<file path="src/hdl/ddd_pkg.sv">
// Types, constants and table functions of the date day difference core.
package ddd_pkg;

  localparam int OPC_W   = 2;
  localparam int YEAR_W  = 14;
  localparam int MON_W   = 4;
  localparam int DAY_W   = 5;
  localparam int WD_W    = 3;
  localparam int DIST_W  = 22;

  localparam int Q100_W  = 8;
  localparam int R100_W  = 7;
  localparam int CUM_W   = 9;
  localparam int LEN_W   = 5;
  localparam int D7_W    = 8;
  localparam int DAYX_W  = 9;

  // floor(p / 100) = (p * DIV100_MUL) >> DIV100_SH for any 14-bit p
  localparam int DIV100_SH = 19;
  localparam logic [12:0] DIV100_MUL = 13'd5243;
  localparam logic [R100_W-1:0] R100_CENTURY = 7'd99;

  localparam int RES_STAGES = 5;

  typedef enum logic [OPC_W-1:0] {
    OP_DAY_DAY = 2'd0,
    OP_DAY_WK  = 2'd1,
    OP_WK_DAY  = 2'd2,
    OP_WK_WK   = 2'd3
  } opcode_t;

  typedef struct packed {
    logic              wk;
    logic [YEAR_W-1:0] year;
    logic [MON_W-1:0]  month;
    logic [DAY_W-1:0]  day;
    logic [WD_W-1:0]   wday;
  } date_t;

  function automatic int dn_width(int year_max);
    int yeff;
    yeff = (year_max > (2**YEAR_W - 1)) ? (2**YEAR_W - 1) : year_max;
    return $clog2(yeff * 366 + 1);
  endfunction

  function automatic logic [CUM_W-1:0] cum_days(logic [MON_W-1:0] m);
    logic [CUM_W-1:0] c;
    unique case (m)
      4'd1:    c = 9'd0;
      4'd2:    c = 9'd31;
      4'd3:    c = 9'd59;
      4'd4:    c = 9'd90;
      4'd5:    c = 9'd120;
      4'd6:    c = 9'd151;
      4'd7:    c = 9'd181;
      4'd8:    c = 9'd212;
      4'd9:    c = 9'd243;
      4'd10:   c = 9'd273;
      4'd11:   c = 9'd304;
      4'd12:   c = 9'd334;
      default: c = 9'd0;
    endcase
    return c;
  endfunction

  function automatic logic [LEN_W-1:0] month_len(logic [MON_W-1:0] m);
    logic [LEN_W-1:0] l;
    unique case (m)
      4'd1, 4'd3, 4'd5, 4'd7, 4'd8, 4'd10, 4'd12: l = 5'd31;
      4'd4, 4'd6, 4'd9, 4'd11:                  l = 5'd30;
      4'd2:                                     l = 5'd28;
      default:                                  l = 5'd0;
    endcase
    return l;
  endfunction

  // Residue mod 7 by folding octal digits (8 = 1 mod 7).
  function automatic logic [2:0] mod7(logic [31:0] v);
    logic [32:0] x;
    logic [6:0]  s;
    logic [3:0]  t;
    logic [3:0]  u;
    x = {1'b0, v};
    s = '0;
    for (int i = 0; i < 11; i++) begin
      s = s + 7'(x[3*i +: 3]);
    end
    t = 4'(s[2:0]) + 4'(s[5:3]) + 4'(s[6]);
    u = 4'(t[2:0]) + 4'(t[3]);
    return (u >= 4'd7) ? 3'(u - 4'd7) : 3'(u);
  endfunction

endpackage

</file>
<file path="src/hdl/ddd_if.sv">
// Valid/ready channel interfaces for the date day difference core.
interface ddd_in_if;
  logic                         valid;
  logic                         ready;
  logic [ddd_pkg::OPC_W-1:0]    opcode;
  logic [ddd_pkg::YEAR_W-1:0]   year_a;
  logic [ddd_pkg::MON_W-1:0]    month_a;
  logic [ddd_pkg::DAY_W-1:0]    day_or_nth_a;
  logic [ddd_pkg::WD_W-1:0]     weekday_a;
  logic [ddd_pkg::YEAR_W-1:0]   year_b;
  logic [ddd_pkg::MON_W-1:0]    month_b;
  logic [ddd_pkg::DAY_W-1:0]    day_or_nth_b;
  logic [ddd_pkg::WD_W-1:0]     weekday_b;

  modport source (
    output valid, opcode, year_a, month_a, day_or_nth_a, weekday_a,
           year_b, month_b, day_or_nth_b, weekday_b,
    input  ready
  );
  modport sink (
    input  valid, opcode, year_a, month_a, day_or_nth_a, weekday_a,
           year_b, month_b, day_or_nth_b, weekday_b,
    output ready
  );
endinterface

interface ddd_out_if;
  logic                         valid;
  logic                         ready;
  logic                         invalid;
  logic [ddd_pkg::DIST_W-1:0]   day_distance;

  modport source (output valid, invalid, day_distance, input ready);
  modport sink (input valid, invalid, day_distance, output ready);
endinterface

</file>
<file path="src/hdl/ddd_resolve.sv">
// Five-stage pipeline that turns one date into its day number and a validity flag.
module ddd_resolve #(
  parameter int YEAR_MAX = 9999
) (
  input  logic                              clk,
  input  logic [ddd_pkg::RES_STAGES-1:0]    en,
  input  ddd_pkg::date_t                    date,
  output logic [ddd_pkg::dn_width(YEAR_MAX)-1:0] num,
  output logic                              ok
);

  localparam int DN_W   = ddd_pkg::dn_width(YEAR_MAX);
  localparam int YW     = ddd_pkg::YEAR_W;
  localparam int PROD_W = YW + 13;
  localparam int P365_W = YW + 9;

  // stage 1
  logic [YW-1:0]               s1_p_r;
  logic [ddd_pkg::Q100_W-1:0]  s1_q100_r;
  logic [DN_W-1:0]             s1_p365_r;
  logic [ddd_pkg::CUM_W-1:0]   s1_cum_r;
  logic [ddd_pkg::LEN_W-1:0]   s1_len_r;
  logic                        s1_gt2_r, s1_feb_r, s1_ok_r, s1_wk_r;
  logic [1:0]                  s1_y2_r;
  logic [ddd_pkg::DAY_W-1:0]   s1_d_r;
  logic [ddd_pkg::WD_W-1:0]    s1_w_r;

  logic [YW-1:0]     p;
  logic [PROD_W-1:0] q_prod;
  logic              yr_ok, mon_ok, fld_ok;

  always_comb begin
    p      = date.year - YW'(1);
    q_prod = PROD_W'(p) * PROD_W'(ddd_pkg::DIV100_MUL);
    yr_ok  = (date.year != '0) && (32'(date.year) <= YEAR_MAX);
    mon_ok = (date.month >= 4'd1) && (date.month <= 4'd12);
    fld_ok = (date.day != '0) && (!date.wk || (date.wday <= 3'd6));
  end

  always_ff @(posedge clk) begin
    if (en[0]) begin
      s1_p_r    <= p;
      s1_q100_r <= q_prod[ddd_pkg::DIV100_SH +: ddd_pkg::Q100_W];
      s1_p365_r <= DN_W'(P365_W'(p) * P365_W'(365));
      s1_cum_r  <= ddd_pkg::cum_days(date.month);
      s1_len_r  <= ddd_pkg::month_len(date.month);
      s1_gt2_r  <= (date.month > 4'd2);
      s1_feb_r  <= (date.month == 4'd2);
      s1_ok_r   <= yr_ok && mon_ok && fld_ok;
      s1_wk_r   <= date.wk;
      s1_y2_r   <= date.year[1:0];
      s1_d_r    <= date.day;
      s1_w_r    <= date.wday;
    end
  end

  // stage 2: remainder mod 100 and the leap-free part of the base
  logic [ddd_pkg::R100_W-1:0]  s2_r100_r;
  logic [DN_W-1:0]             s2_part_r;
  logic [1:0]                  s2_q2_r, s2_y2_r;
  logic [ddd_pkg::LEN_W-1:0]   s2_len_r;
  logic                        s2_gt2_r, s2_feb_r, s2_ok_r, s2_wk_r;
  logic [ddd_pkg::DAY_W-1:0]   s2_d_r;
  logic [ddd_pkg::WD_W-1:0]    s2_w_r;

  logic [YW-1:0] r100_full;
  assign r100_full = s1_p_r - (YW'(s1_q100_r) * YW'(100));

  always_ff @(posedge clk) begin
    if (en[1]) begin
      s2_r100_r <= r100_full[ddd_pkg::R100_W-1:0];
      s2_part_r <= s1_p365_r + DN_W'(s1_p_r >> 2) - DN_W'(s1_q100_r)
                 + DN_W'(s1_q100_r >> 2) + DN_W'(s1_cum_r);
      s2_q2_r   <= s1_q100_r[1:0];
      s2_y2_r   <= s1_y2_r;
      s2_len_r  <= s1_len_r;
      s2_gt2_r  <= s1_gt2_r;
      s2_feb_r  <= s1_feb_r;
      s2_ok_r   <= s1_ok_r;
      s2_wk_r   <= s1_wk_r;
      s2_d_r    <= s1_d_r;
      s2_w_r    <= s1_w_r;
    end
  end

  // stage 3: leap year correction
  logic [DN_W-1:0]             s3_base_r;
  logic [ddd_pkg::LEN_W-1:0]   s3_len_r;
  logic                        s3_ok_r, s3_wk_r;
  logic [ddd_pkg::DAY_W-1:0]   s3_d_r;
  logic [ddd_pkg::WD_W-1:0]    s3_w_r;

  logic leap;
  assign leap = (s2_y2_r == 2'd0) &&
                ((s2_r100_r != ddd_pkg::R100_CENTURY) || (s2_q2_r == 2'd3));

  always_ff @(posedge clk) begin
    if (en[2]) begin
      s3_base_r <= s2_part_r + DN_W'(s2_gt2_r && leap);
      s3_len_r  <= s2_len_r + ddd_pkg::LEN_W'(s2_feb_r && leap);
      s3_ok_r   <= s2_ok_r;
      s3_wk_r   <= s2_wk_r;
      s3_d_r    <= s2_d_r;
      s3_w_r    <= s2_w_r;
    end
  end

  // stage 4: weekday of the first of the month
  logic [DN_W-1:0]             s4_base_r;
  logic [ddd_pkg::LEN_W-1:0]   s4_len_r;
  logic                        s4_ok_r, s4_wk_r;
  logic [ddd_pkg::DAY_W-1:0]   s4_d_r;
  logic [ddd_pkg::WD_W-1:0]    s4_w_r;
  logic [2:0]                  s4_wd1_r;
  logic [ddd_pkg::D7_W-1:0]    s4_d7_r;

  always_ff @(posedge clk) begin
    if (en[3]) begin
      s4_base_r <= s3_base_r;
      s4_len_r  <= s3_len_r;
      s4_ok_r   <= s3_ok_r;
      s4_wk_r   <= s3_wk_r;
      s4_d_r    <= s3_d_r;
      s4_w_r    <= s3_w_r;
      s4_wd1_r  <= ddd_pkg::mod7(32'(s3_base_r));
      s4_d7_r   <= (ddd_pkg::D7_W'(s3_d_r) - 8'd1) * 8'd7;
    end
  end

  // stage 5: day within month, range check, day number
  logic [3:0]                  wk_t;
  logic [2:0]                  wk_off;
  logic [ddd_pkg::DAYX_W-1:0]  day_x;

  always_comb begin
    wk_t   = 4'(s4_w_r) + 4'd7 - 4'(s4_wd1_r);
    wk_off = (wk_t >= 4'd7) ? 3'(wk_t - 4'd7) : 3'(wk_t);
    if (s4_wk_r) begin
      day_x = 9'd1 + 9'(wk_off) + 9'(s4_d7_r);
    end else begin
      day_x = 9'(s4_d_r);
    end
  end

  always_ff @(posedge clk) begin
    if (en[4]) begin
      num <= s4_base_r + DN_W'(day_x);
      ok  <= s4_ok_r && (day_x <= 9'(s4_len_r));
    end
  end

endmodule

</file>
<file path="src/hdl/date_day_difference_core.sv">
// Top level: absolute day distance between two Gregorian dates, fully pipelined.
//
//   channel   dir  fields                                             flow
//   in_ch     in   opcode, year/month/day_or_nth/weekday for a and b  valid/ready
//   out_ch    out  invalid, day_distance                              valid/ready
//
// One beat per cycle sustained while out_ch.ready stays high.
// Depth is set by the input register, the five-stage date resolve pipeline
// (divide by 100, base sum, leap fix, mod 7, day check) and the result register.
// rst_n (synchronous, active low) clears the stage valid bits only.
// With out_ch.ready low the result holds and earlier stages keep filling any
// empty slots; in_ch.ready drops only once every stage holds a beat.
module date_day_difference_core #(
  parameter int YEAR_MAX = 9999
) (
  input  logic             clk,
  input  logic             rst_n,
  ddd_in_if.sink           in_ch,
  ddd_out_if.source        out_ch
);

  localparam int DN_W = ddd_pkg::dn_width(YEAR_MAX);
  localparam int NSTG = ddd_pkg::RES_STAGES + 2;

  logic [NSTG-1:0] vld_r, vld_nxt, load;

  always_comb begin
    load[NSTG-1] = !vld_r[NSTG-1] || out_ch.ready;
    for (int k = NSTG-2; k >= 0; k--) begin
      load[k] = !vld_r[k] || load[k+1];
    end
    vld_nxt[0] = load[0] ? in_ch.valid : vld_r[0];
    for (int k = 1; k < NSTG; k++) begin
      vld_nxt[k] = load[k] ? vld_r[k-1] : vld_r[k];
    end
  end

  always_ff @(posedge clk) begin
    if (!rst_n) begin
      vld_r <= '0;
    end else begin
      vld_r <= vld_nxt;
    end
  end

  // input register
  ddd_pkg::opcode_t s0_opc_r;
  ddd_pkg::date_t   s0_a_r, s0_b_r;
  ddd_pkg::date_t   date_a, date_b;
  logic             wk_a, wk_b;

  always_ff @(posedge clk) begin
    if (load[0]) begin
      s0_opc_r     <= ddd_pkg::opcode_t'(in_ch.opcode);
      s0_a_r.wk    <= 1'b0;
      s0_a_r.year  <= in_ch.year_a;
      s0_a_r.month <= in_ch.month_a;
      s0_a_r.day   <= in_ch.day_or_nth_a;
      s0_a_r.wday  <= in_ch.weekday_a;
      s0_b_r.wk    <= 1'b0;
      s0_b_r.year  <= in_ch.year_b;
      s0_b_r.month <= in_ch.month_b;
      s0_b_r.day   <= in_ch.day_or_nth_b;
      s0_b_r.wday  <= in_ch.weekday_b;
    end
  end

  always_comb begin
    unique case (s0_opc_r)
      ddd_pkg::OP_DAY_DAY: begin wk_a = 1'b0; wk_b = 1'b0; end
      ddd_pkg::OP_DAY_WK:  begin wk_a = 1'b0; wk_b = 1'b1; end
      ddd_pkg::OP_WK_DAY:  begin wk_a = 1'b1; wk_b = 1'b0; end
      ddd_pkg::OP_WK_WK:   begin wk_a = 1'b1; wk_b = 1'b1; end
      default:             begin wk_a = 1'b0; wk_b = 1'b0; end
    endcase
    date_a    = s0_a_r;
    date_a.wk = wk_a;
    date_b    = s0_b_r;
    date_b.wk = wk_b;
  end

  logic [DN_W-1:0] num_a, num_b;
  logic            ok_a, ok_b;

  ddd_resolve #(.YEAR_MAX(YEAR_MAX)) u_res_a (
    .clk  (clk),
    .en   (load[ddd_pkg::RES_STAGES:1]),
    .date (date_a),
    .num  (num_a),
    .ok   (ok_a)
  );

  ddd_resolve #(.YEAR_MAX(YEAR_MAX)) u_res_b (
    .clk  (clk),
    .en   (load[ddd_pkg::RES_STAGES:1]),
    .date (date_b),
    .num  (num_b),
    .ok   (ok_b)
  );

  // result register
  logic                      out_invalid_r;
  logic [ddd_pkg::DIST_W-1:0] out_dist_r;
  logic [DN_W-1:0]           diff;

  assign diff = (num_a > num_b) ? (num_a - num_b) : (num_b - num_a);

  always_ff @(posedge clk) begin
    if (load[NSTG-1]) begin
      out_invalid_r <= !(ok_a && ok_b);
      out_dist_r    <= (ok_a && ok_b) ? ddd_pkg::DIST_W'(diff) : '0;
    end
  end

  assign in_ch.ready         = load[0];
  assign out_ch.valid        = vld_r[NSTG-1];
  assign out_ch.invalid      = out_invalid_r;
  assign out_ch.day_distance = out_dist_r;

endmodule

</file>
<file path="src/flat_wrapper.sv">
// flat-port wrapper written by rule: the top's interface ports become plain ports
module date_day_difference_core_flat 
#(
  parameter int YEAR_MAX = 9999
)
  (clk, rst_n, in_ch_valid, in_ch_opcode, in_ch_year_a, in_ch_month_a, in_ch_day_or_nth_a, in_ch_weekday_a, in_ch_year_b, in_ch_month_b, in_ch_day_or_nth_b, in_ch_weekday_b, in_ch_ready, out_ch_valid, out_ch_invalid, out_ch_day_distance, out_ch_ready);
  ddd_in_if in_ch_i ();
  ddd_out_if out_ch_i ();
  input  logic clk;
  input  logic rst_n;
  input wire logic [$bits(in_ch_i.valid)-1:0] in_ch_valid;
  input wire logic [$bits(in_ch_i.opcode)-1:0] in_ch_opcode;
  input wire logic [$bits(in_ch_i.year_a)-1:0] in_ch_year_a;
  input wire logic [$bits(in_ch_i.month_a)-1:0] in_ch_month_a;
  input wire logic [$bits(in_ch_i.day_or_nth_a)-1:0] in_ch_day_or_nth_a;
  input wire logic [$bits(in_ch_i.weekday_a)-1:0] in_ch_weekday_a;
  input wire logic [$bits(in_ch_i.year_b)-1:0] in_ch_year_b;
  input wire logic [$bits(in_ch_i.month_b)-1:0] in_ch_month_b;
  input wire logic [$bits(in_ch_i.day_or_nth_b)-1:0] in_ch_day_or_nth_b;
  input wire logic [$bits(in_ch_i.weekday_b)-1:0] in_ch_weekday_b;
  output wire logic [$bits(in_ch_i.ready)-1:0] in_ch_ready;
  output wire logic [$bits(out_ch_i.valid)-1:0] out_ch_valid;
  output wire logic [$bits(out_ch_i.invalid)-1:0] out_ch_invalid;
  output wire logic [$bits(out_ch_i.day_distance)-1:0] out_ch_day_distance;
  input wire logic [$bits(out_ch_i.ready)-1:0] out_ch_ready;
  assign in_ch_i.valid = in_ch_valid;
  assign in_ch_i.opcode = in_ch_opcode;
  assign in_ch_i.year_a = in_ch_year_a;
  assign in_ch_i.month_a = in_ch_month_a;
  assign in_ch_i.day_or_nth_a = in_ch_day_or_nth_a;
  assign in_ch_i.weekday_a = in_ch_weekday_a;
  assign in_ch_i.year_b = in_ch_year_b;
  assign in_ch_i.month_b = in_ch_month_b;
  assign in_ch_i.day_or_nth_b = in_ch_day_or_nth_b;
  assign in_ch_i.weekday_b = in_ch_weekday_b;
  assign in_ch_ready = in_ch_i.ready;
  assign out_ch_valid = out_ch_i.valid;
  assign out_ch_invalid = out_ch_i.invalid;
  assign out_ch_day_distance = out_ch_i.day_distance;
  assign out_ch_i.ready = out_ch_ready;
  date_day_difference_core #(.YEAR_MAX(YEAR_MAX)) u_core (.clk(clk), .rst_n(rst_n), .in_ch(in_ch_i), .out_ch(out_ch_i));
endmodule
</file>
<file path="config.mk">
export PLATFORM = sky130hd
export DESIGN_NAME = date_day_difference_core_flat
export DESIGN_NICKNAME = d
export VERILOG_FILES = /design/src/hdl/ddd_pkg.sv /design/src/hdl/ddd_if.sv /design/src/hdl/ddd_resolve.sv /design/src/hdl/date_day_difference_core.sv /design/src/flat_wrapper.sv
export SDC_FILE = /design/constraint.sdc
export NUM_CORES = 2
export LEC_CHECK = 0
export ABC_CLOCK_PERIOD_IN_PS = 7400
export BUFFER_PORTS_ARGS = -buffer_cell sky130_fd_sc_hd__buf_4
export CAP_MARGIN = 20
export CORE_ASPECT_RATIO = 1.4
export CORE_MARGIN = 3
export CORE_UTILIZATION = 40
export CTS_CLUSTER_DIAMETER = 200
export CTS_CLUSTER_SIZE = 14
export DETAILED_ROUTE_END_ITERATION = 8
export GPL_ROUTABILITY_DRIVEN = 0
export PLACE_DENSITY = 0.54
export SYNTH_ARGS = -nofsm -noshare
export SYNTH_HDL_FRONTEND = slang
export SYNTH_HIERARCHICAL = 1
export SYNTH_SLANG_ARGS = --single-unit
</file>
<file path="constraint.sdc">
create_clock -name clk -period 7.4 [get_ports clk]
set_clock_uncertainty 0.1 [all_clocks]
set_input_delay 1.11 -clock clk [delete_from_list [all_inputs] [get_ports clk]]
set_output_delay 1.11 -clock clk [all_outputs]
set_load 0.01 [all_outputs]
</file>
======== Word-level counts from Yosys, hierarchy flattened ========
Memories as Yosys holds them, arrays and structs flattened. A register that Yosys moved wholly into a read port is not among the register bits.
Cells that the tools add are included.
operators by class
  add/subtract/negate cells ............... 54
  multiply operators ...................... 8
  $lt $le $gt $ge ......................... 17
  equality and inequality tests ........... 9
  muxes and demuxes ....................... 9
  reductions and logical operators ........ 51
operators by type and width
  kind                      number
  $add A22 B9 Y22           4
  $mul A14 B13 Y27 const B  2
  $add A22 B1 Y22           2
  $add A22 B12 Y22          2
  $add A22 B6 Y22           2
  $mul A14 B9 Y22 const B   2
  $sub A22 B22 Y22          2
  $sub A22 B8 Y22           2
  $add A7 B3 Y7             4
  $le A14 B14 Y1 const B    2
  $reduce_bool A14 Y1       2
  $sub A14 B1 Y14 const B   2
  $gt A22 B22 Y1            1
  $mux W22                  1
  $logic_and A1 B1 Y1       19
  $add A4 B8 Y9             2
  $le A9 B5 Y1              2
  $mux W9                   2
  $add A3 B3 Y4             4
  $ge A4 B3 Y1 const B      4
  $mul A8 B3 Y8 const B     2
  $mul A8 B5 Y5 const B     2
  $add A6 B3 Y7             2
  $add A7 B1 Y7             2
  26 further kinds          77
word-level totals
  bits in registers ....................... 516
  memory bits (read-only) ................. 448
  input port bits ......................... 58
  output and inout bits ................... 25
  logic and storage cells ................. 244
  memories kept ........................... 4
memory list
  name             words  width  read ports  clocked after Yosys merged registers in  wr ports  RTL line       source
  (no name shown)  16     9      1           1                                        0         ddd_pkg.sv:48  unique case (m)
  (no name shown)  16     9      1           1                                        0         ddd_pkg.sv:48
  (no name shown)  16     5      1           1                                        0         ddd_pkg.sv:68  unique case (m)
  (no name shown)  16     5      1           1                                        0         ddd_pkg.sv:68

======== Depth between registers and ports, before layout ========
  depth in word-level cells ............... 12
  gate-level depth with buffers ........... 26
  depth with buffers taken out ............ 26

======== By module ========
Netlist, hierarchy kept.
modules (own cells, without submodules)
  module                        instances  cells an instance  area an instance (um^2)  seq. area each (um^2)
  ddd_resolve (u_core.u_res_a)  1          1524               17640.7                  6726.5
  ddd_resolve (u_core.u_res_b)  1          1502               17583.1                  6726.5
  date_day_difference_core      1          503                5156.2                   2452.4

======== Worst setup path after synthesis ========
OpenSTA, ideal clock, no wires.
  path type ............................... register to register
  from .................................... register u_core.s0_a_r, in the netlist u_core/date_a[17]
  to ...................................... register u_core/u_res_a/s1_q100_r[6] (netlist name), data pin
  setup time .............................. 258 ps
  arrival time ............................ 6399 ps
  required time ........................... 7042 ps
  path slack .............................. 643 ps
  cell stages (with the launch flop) ...... 23
  buffers on the path ..................... 0
  clock period less this slack ............ 6757 ps
  cell sequence ........................... edfxtp_1 nor3_4 nand2_2 or4_1 or3_1 xnor2_1 inv_1 fa_1 inv_1 ha_1 fa_1 fa_1 inv_1 fa_1 inv_1 ha_1 and3_1 nand3_1 or4_1 o21ba_1 o211ai_2 a31oi_1 xnor2_1
on the way
  cells in the longest elaborated chain, start to end .. 2
RTL lines
  what                           RTL line                        source
  from (decl)                    date_day_difference_core.sv:48  ddd_pkg::date_t s0_a_r, s0_b_r;
  $sub A14 B1 Y14                ddd_resolve.sv:33               p = date.year - YW'(1);
  via u_core.u_res_a.p[12]       ddd_resolve.sv:28               logic [YW-1:0] p;
  $mul A14 B13 Y27               ddd_resolve.sv:34               q_prod = PROD_W'(p) * PROD_W'(ddd_pkg::DIV100_MUL);
  via u_core.u_res_a.q_prod[25]  ddd_resolve.sv:29               logic [PROD_W-1:0] q_prod;
  to (signal assigned)           ddd_resolve.sv:43               s1_q100_r <= q_prod[ddd_pkg::DIV100_SH +: ddd_pkg::Q100_W];
  to (decl)                      ddd_resolve.sv:19               logic [ddd_pkg::Q100_W-1:0] s1_q100_r;
The timed path passes the listed nets, and every way through them passes these cells.
A chain may end at the register's enable or synchronous reset.

======== Final worst setup path ========
  from .................................... register u_core.s0_b_r, in the netlist u_core/date_b[12]
  to ...................................... register u_core/u_res_b/s1_q100_r[7] (netlist name), data pin
on the way
  cells in the longest elaborated chain, start to end .. 2
RTL lines
  what                           RTL line
  from (decl)                    date_day_difference_core.sv:48
  $sub A14 B1 Y14                ddd_resolve.sv:33
  via u_core.u_res_b.p[0]        ddd_resolve.sv:28
  $mul A14 B13 Y27               ddd_resolve.sv:34
  via u_core.u_res_b.q_prod[26]  ddd_resolve.sv:29
  to (signal assigned)           ddd_resolve.sv:43
  to (decl)                      ddd_resolve.sv:19
The timed path passes the listed nets, and every way through them passes these cells.

==> metrics.md <==
| Metric | Value |
|---|---|
| Worst-margin pin slew | 1.03 ns |
| Post-Route WL | 83300 um |
| WL per Instance | 16.7 um |
| Detailed Place HPWL | 68300 um |
| Diodes inserted | 0 |
| CTS root buf | clkbuf_16 |
| Top FF cell, synth | edfxtp_1 |
| Initial antenna violation count | 2 |
| Run status | finished clean |
| Final #Nets | 4529 |
| Reg2reg start | u_core/date_b[12] |
| Area growth syn-to-layout | 8.70% |
| Post-synth cell types | 100 |
| DRC | 0 |
| Slew HR | 30.9% |
| Cell Area, Synth | 40400 sq um |
| # IOs | 83 |
| Global-route wire length before repair | 136000 um |
| Max Fclk | 0.147 GHz |
| TritonCTS clock tree | done |
| Met2 wire length | 44700 um |
| Vias in the first global route | 25904 |
| DRT met1 WL | 33900 um |
| Final setup fails | 0 |
| Vias/cell | 4.93 |
| Die Span Y | 382 um |
| Clock Sinks | 532 |
| Critical path class | flip-flop to flip-flop |
| Max layer used | met5 |
| Slew Limit Fails | 0 |
| Max clock buf depth | 3 |
| Worst Path Required | 7.63 ns |
| TNS Setup | 0 ns |
| GRT overflow | 0 |
| Initial Util | 40.4% |
| Worst setup SP type | flip-flop |
| Syn Inst Count | 3529 |
| Post-CTS Setup Inserts | 0 |
| WP data arrival | 7.01 ns |
| Synthesized Nets | 4408 |
| WL met3 | 2250 um |
| Final min period | 6.78 ns |
| CP Capture Type | flip-flop |
| #FFs+latches synth | 532 |
| CTS H-Tree Depth | 2 |
| Tcrit/Tclk final | 91.6% |
| Remaining antenna violation count after routing | 0 |
| Post-CTS Resized | 0 |
| Final Hold Fails | 0 |
| First-pass DRT Iterations | 6 |
| Final core occ | 43.9% |
| CTS Hold Bufs | 0 |
| Die width | 275 um |
| Hold Startpoint | u_core/u_res_b/s1_d_r[0] |
| Vias | 24552 |
| Post-synthesis sequential area ratio | 39.4% |
| I/O Buffers | 82 |
| Cts bufs inserted | 43 |
| Number of synthesized flops with an enable pin | 525 |
| GRT Util Overall | 16.4% |
| CTS clk-pin slew, worst paths | 0.07 ns |
| Initial DRC Count | 983 |
| Row Count | 137 |
| Core Box Area | 99900 sq um |
| Share of cells above drive strength 1 | 6.06% |
| Worst skew pair latency | 0.59 ns |
| Syn avg cell area | 11.4 sq um |
| Die area | 105000 sq um |
| RSZ-0062 raised after global routing | no |
| Asr flop ratio synth | 0% |
| Largest net degree at the start of global routing | 75 |
| CP max FO | 6 |
| Yosys warns | 6 |
| Hold/Removal Path Class | flip-flop to flip-flop |
| CP startpoint | u_core/date_b[12] |
| Max Cap Violations | 0 |
## cell type report
class | instances | area, sq um
fill | 9440 | 56000
multi-input combinational | 2243 | 21600
sequential | 532 | 15900
inverter | 717 | 2700
tap | 1320 | 1650
clock buffer | 54 | 1140
timing repair buffer | 113 | 848
clock inverter | 2 | 25.0
## critical path: stages (launching register included)
cell       delay [ns]
edfxtp_1         0.45
inv_1            0.11
ha_1             0.19
nor3b_1          0.43
nand2_1          0.19
nor3_1           0.23
xnor2_1          0.22
inv_1            0.22
ha_1             0.43
inv_1            0.12
fa_1             0.51
inv_1            0.07
fa_1             0.50
inv_1            0.05
fa_1             0.47
fa_1             0.54
inv_1            0.04
ha_1             0.31
and4_1           0.23
o2111ai_1        0.21
o21ai_2          0.14
o211a_4          0.28
a21o_1           0.17
a311o_1          0.30
## flip-flops by register name, summed over array words and instances, names as in the netlist, 14 cells and up
signal,count
u_core/date_a,26
u_core/date_b,26
u_core/out_ch.day_distance,22
u_core/u_res_a/num,22
u_core/u_res_a/s2_part_r,22
u_core/u_res_a/s3_base_r,22
u_core/u_res_a/s4_base_r,22
u_core/u_res_b/num,22
u_core/u_res_b/s2_part_r,22
u_core/u_res_b/s3_base_r,22
u_core/u_res_b/s4_base_r,22
u_core/u_res_a/s1_p365_r,20
u_core/u_res_b/s1_p365_r,20
u_core/u_res_a/s1_p_r,14
u_core/u_res_b/s1_p_r,14
## Yosys cell counts, types with 37 or more instances
master,n,area share [%]
o21ai_0,102,1.3
ha_1,529,16
edfxtp_1,525,39
a21oi_1,187,2.3
inv_1,714,6.6
nand3_1,64,0.79
a21o_1,91,1.7
fa_1,292,14
nor2_1,122,1.1
nand2_1,134,1.2
xnor2_1,160,3.5
nor2b_1,37,0.57
xor2_1,75,1.6
## metrics by stage
stage / instance area [sq um] / std cells / hold WS (ns) / setup slack (ns)
final: 43900 / 4981 / 0.310 / 0.620
after global routing: 43900 / 4981 / 0.310 / 0.107
after CTS: 43900 / 4980 / 0.297 / 0.556
after global placement: 42700 / 4924 / 0.301 / 0.674
after detailed placement: 42700 / 4924 / 0.305 / 0.592
after floorplan: 40400 / 3529 / 0.300 / 0.643
## path summary, 6_finish.rpt
kind | to | slack [ns] | depth (start not counted)
worst min register to register | u_core/u_res_b/s2_d_r[0] | 0.31 | 0
worst min-delay path | u_core/u_res_b/s2_d_r[0] | 0.31 | 0
worst max register to register | u_core/u_res_b/s1_q100_r[7] | 0.62 | 23
worst max-delay path | u_core/u_res_b/s1_q100_r[7] | 0.62 | 23
## cell families (layout without fill, tap and decap cells)
| logic type | count (synthesis) | in the layout | synth area share (%) |
|---|---|---|---|
| compound gates | 579 | 579 | 9.30 |
| xor+xnor | 238 | 238 | 5.22 |
| fa+ha+maj | 822 | 822 | 30.9 |
| buf+inv | 754 | 886 | 7.09 |
| flops | 532 | 532 | 39.4 |
| mux | 28 | 28 | 0.762 |
| simple gates | 576 | 576 | 7.35 |
## layout by cell type, fill, tap and decap left out, drive strengths merged, types with 13 or more instances in the layout
| cell | n |
|---|---|
| edfxtp | 525 |
| o21bai | 14 |
| a21o | 91 |
| o21a | 24 |
| nor3 | 37 |
| and3 | 26 |
| fa | 292 |
| nand4 | 35 |
| or3 | 21 |
| mux2i | 15 |
| nand3 | 64 |
| nand2b | 30 |
| a21boi | 15 |
| nor2b | 37 |
| clkbuf | 55 |
| o21ai | 117 |
| and2 | 18 |
| xor2 | 75 |
| a211oi | 19 |
| buf | 112 |
| o211ai | 19 |
| nand2 | 135 |
| nor2 | 124 |
| a21oi | 189 |
| xnor2 | 163 |
| ha | 529 |
| inv | 716 |
| a31oi | 13 |
## metal layers
layer  track usage (%)  vias up
met5                 0        -
met4              4.93        2
met3              1.87      109
met2              31.1      339
met1              19.1    11840
li1                  -    12262
Power is left out: the tool's default activity adds up to more than one toggle a clock period on the data nets, which glitch-free logic cannot reach.
